==> config.mk <==
export PLATFORM = sky130hd
export DESIGN_NAME = pfcr_ram
export DESIGN_NICKNAME = d
export VERILOG_FILES = /design/src/rtl/pfcr_ram.sv
export SDC_FILE = /design/constraint.sdc
export NUM_CORES = 2
export LEC_CHECK = 0
export BUFFER_PORTS_ARGS = -buffer_cell sky130_fd_sc_hd__buf_2
export CAP_MARGIN = 20
export CORE_MARGIN = 3
export CORE_UTILIZATION = 50
export DETAILED_ROUTE_END_ITERATION = 16
export GPL_TIMING_DRIVEN = 0
export HOLD_SLACK_MARGIN = 0.02
export MAX_ROUTING_LAYER = met4
export PLACE_DENSITY = 0.71
export RECOVER_POWER = 50
export REMOVE_ABC_BUFFERS = 1
export SETUP_SLACK_MARGIN = 0.02
export SLEW_MARGIN = 20
export SYNTH_ARGS = -nofsm -noshare
export SYNTH_HDL_FRONTEND = slang
export SYNTH_SLANG_ARGS = --single-unit
==> constraint.sdc <==
create_clock -name i_clk -period 16.5 [get_ports i_clk]
set_input_delay 4.125 -clock i_clk [delete_from_list [all_inputs] [get_ports i_clk]]
set_output_delay 4.125 -clock i_clk [all_outputs]
set_load 0.05 [all_outputs]
==> src/rtl/pfcr_ram.sv <==
module pfcr_ram #(
    parameter int  WIDTH = 128,
    parameter int  DEPTH = 16,
    localparam int AW    = (DEPTH > 1) ? $clog2(DEPTH) : 1
) (
    input  logic             i_clk,
    input  logic             i_we,
    input  logic [AW-1:0]    i_waddr,
    input  logic [WIDTH-1:0] i_wdata,
    input  logic             i_re,
    input  logic [AW-1:0]    i_raddr,
    output logic [WIDTH-1:0] o_rdata
);

    logic [WIDTH-1:0] r_mem [DEPTH];
    logic [WIDTH-1:0] r_rdata;

    // Write one entry, read one entry with registered data;
    // a read of the entry being written returns the new data
    always_ff @(posedge i_clk) begin
        if (i_we) begin
            r_mem[i_waddr] <= i_wdata;
        end
        if (i_re) begin
            if (i_we && (i_waddr == i_raddr)) begin
                r_rdata <= i_wdata;
            end else begin
                r_rdata <= r_mem[i_raddr];
            end
        end
    end

    assign o_rdata = r_rdata;

endmodule

==> results.py <==
metrics = {
    "worst_setup_path": {
        "start_kind": "input port",
        "ff2ff_setup_slack_ps": 14660,
        "critPathRequiredTime_ps": 16810,
        "worst_setup_path_end_kind": "register",
        "worst-setup-path-type": "in -> reg",
        "cp_slowest_cell": "clkbuf_1",
        "critical_path.max_stage_delay_ps": 3210,
        "crit_buf_inv": 2,
        "crit_top_cell": "clkbuf_1",
        "cp_top_family": "buffers and inverters",
        "cp_max_fo": 56,
        "path_cells": "clkbuf_1, clkbuf_1",
        "cp.arrival_ps": 9690,
    },
    "pwr": {
        "ir_worst_vdd_v": 0.000103,
        "leakage_nw": 30.9,
        "power_mw": 11.7,
        "power.density_nw_per_um2": 122,
    },
    "outcome": {
        "violations": "capacitance limit, slew limit",
        "status": "finished, violations left",
    },
    "logic_synthesis": {
        "synth_area_leaders": "edfxtp_1 80%, mux4_2 14%, a22oi_1 2.2%",
        "synth_top_area_share_pct": 79.7,
        "syn_area_um2": 82000,
        "syn_inst": 3419,
        "post-synth-top-count-cell": "edfxtp_1",
        "yosysTopAreaCell": "edfxtp_1",
        "synth-seq-cells": 2176,
        "synth_seq_area_share_pct": 79.7,
        "synth_common_cells": "2176 x edfxtp_1, 512 x mux4_2, 242 x a22oi_1, 128 x mux2_2, 123 x nand2_1",
        "yosys_warnings": 0,
        "ys.flop_type": "edfxtp_1",
        "synth_cell_types": 22,
        "avgSynthCellArea_um2": 24.0,
        "synth_async_sr_flop_share_pct": 0,
        "synth_edf_count": 2176,
    },
    "final_layout": {
        "layout-drive-gt1-share_pct": 32.7,
        "register_area_um2": 65300,
        "final_net_count": 4125,
        "design_area_um2": 96200,
        "multiInputGateArea_um2": 15700,
        "final_util_pct": 59.5,
        "fillCellCount": 11100,
        "syn2layout_area_growth_pct": 17.3,
    },
    "die": {
        "start_util_pct": 50.7,
        "coreArea_um2": 162000,
        "num_rows": 147,
        "die_h_um": 411,
        "die_x_um": 411,
        "die_area_um2": 169000,
        "ioPinCount": 267,
    },
    "global_routing": {
        "grt_pass1_wl_mm": 278,
        "grt_antenna_before_repair": 34,
        "grt_usage_pct": 23.3,
        "grt_max_degree": 84,
        "grt_pass1_vias": 40100,
        "grt-ovfl-total": 0,
    },
    "sta": {
        "fin_crit_sh_pct": 56.8,
        "drv_slew": 197,
        "skew_ps": 20.0,
        "slew_headroom_pct": -203,
        "hold_viol_final": 0,
        "rsz0062_at_grt": "no",
        "worstMarginPinSlew_ps": 4550,
        "min_period_ps": 9380,
        "setup_viol": 0,
        "fmax_mhz": 107,
    },
    "route": {
        "vias_per_cell": 6.08,
        "detail_route.wl_per_cell_um": 29.9,
        "drc": 0,
        "drt_wl_total_mm": 189,
        "num_vias": 38600,
        "drt_pass1_iterations": 5,
        "ant_nets": 0,
        "first_iter_violations": 4541,
    },
    "placement": {
        "placed_area_um2": 89600,
        "dp_hpwl_mm": 118,
        "gp_congestion": 0.694,
        "port_buffers": 266,
    },
    "clocking": {
        "cts_max_level": 4,
        "clk_latency_ps": 820,
        "cts.clk_slew.worst_paths_ps": 60,
        "post_cts_buffers": 0,
        "cts_made_buffers": 211,
        "cts.sinks": 2176,
        "cts_tree": "built",
        "clockBufferDepth": 3,
        "cts_resized": 0,
        "ctsHoldBuffers": 0,
        "cts_root_buffer": "clkbuf_16",
    },
    "worst_hold_path": {
        "hold_class": "reg -> reg",
    },
    "run": {
        "drv_cap": 9,
    },
}
==> cell families (layout without fill, tap and decap cells) <==
family | Yosys count | count (layout) | share of synthesized area (%)
DFF | 2176 | 2176 | 79.7
muxes | 661 | 661 | 16.1
AOI/OAI and AO/OA | 242 | 242 | 2.22
buffers and inverters | 186 | 923 | 1.20
and+or+nand+nor | 150 | 150 | 0.728
xor gates and xnor gates | 4 | 4 | 0.0428
other | 0 | 27 | 0
==> report_power, final <==
part           internal (mW)  total, mW  switching, mW
registers               6.23       6.27         0.0401
clock network           2.67       4.70           2.03
logic                  0.274      0.714          0.440
==> metal layers <==
metal  global-route usage [%]  vias up  wire length, um
met1                     31.1    20600            74200
met4                     6.26        0             4380
met2                     37.2     1716            95900
met3                     4.71      317            14900
met5                        -        -                0
li1                         -    15900                -
==> state kept, by name, indices dropped and copies added, names as in the netlist <==
name / flops
r_mem: 2048
o_rdata: 128
==> layout make-up <==
| class | instances | area share [%] |
|---|---|---|
| Sequential cell | 2176 | 68.0 |
| Clock buffer | 249 | 5.66 |
| Multi-Input combinational cell | 1057 | 16.3 |
| Timing Repair Buffer | 540 | 5.79 |
| Tap cell | 2160 | 2.81 |
| Clock inverter | 134 | 1.37 |
| Antenna cell | 27 | 0.0703 |
==> layout by cell type, fill, tap and decap left out, types with 3 or more instances in the layout <==
master      synthesis  layout
mux4_2            512     512
clkbuf_16           0     212
bufinv_16           0      20
buf_12              0      70
xor2_1              3       3
mux2_2            128     128
inv_6               0       5
clkinv_1            0      47
inv_16              0       3
buf_4               7      93
nor2_4              0       6
nor3_2              0       3
buf_16              0      73
a22oi_1           242     242
clkbuf_1           83     172
buf_8               0       3
nor2_1             13       7
diode_2             0      27
mux2i_1            21      21
clkinv_2            0      42
nand2_1           123     123
clkinv_8            0       8
buf_6              27      12
edfxtp_1         2176    2176
buf_2              45     154
clkinvlp_4          0       7
==> worst paths after layout <==
path / startpoint / end / cells after the start
hold reg to reg: r_mem[7][32] / o_rdata[32] / 4
hold / removal: r_mem[7][32] / o_rdata[32] / 4
setup reg to reg: r_mem[12][123] / o_rdata[123] / 4
setup / recovery: i_re / o_rdata[19] / 2
==> through the flow <==
stage / TNS, ps / hold WS (ps) / setup WS, ps / cells
finish: 0 / 868 / 7120 / 6343
detailed placement: 0 / 855 / 6870 / 5933
floorplan: -195440 / 834 / -1530 / 3233
global placement: - / 848 / -37020 / 5659
CTS: 0 / 867 / 7660 / 6316
global route: 0 / 904 / 6710 / 6340
Note: power is estimated with default switching activity, not from simulation.
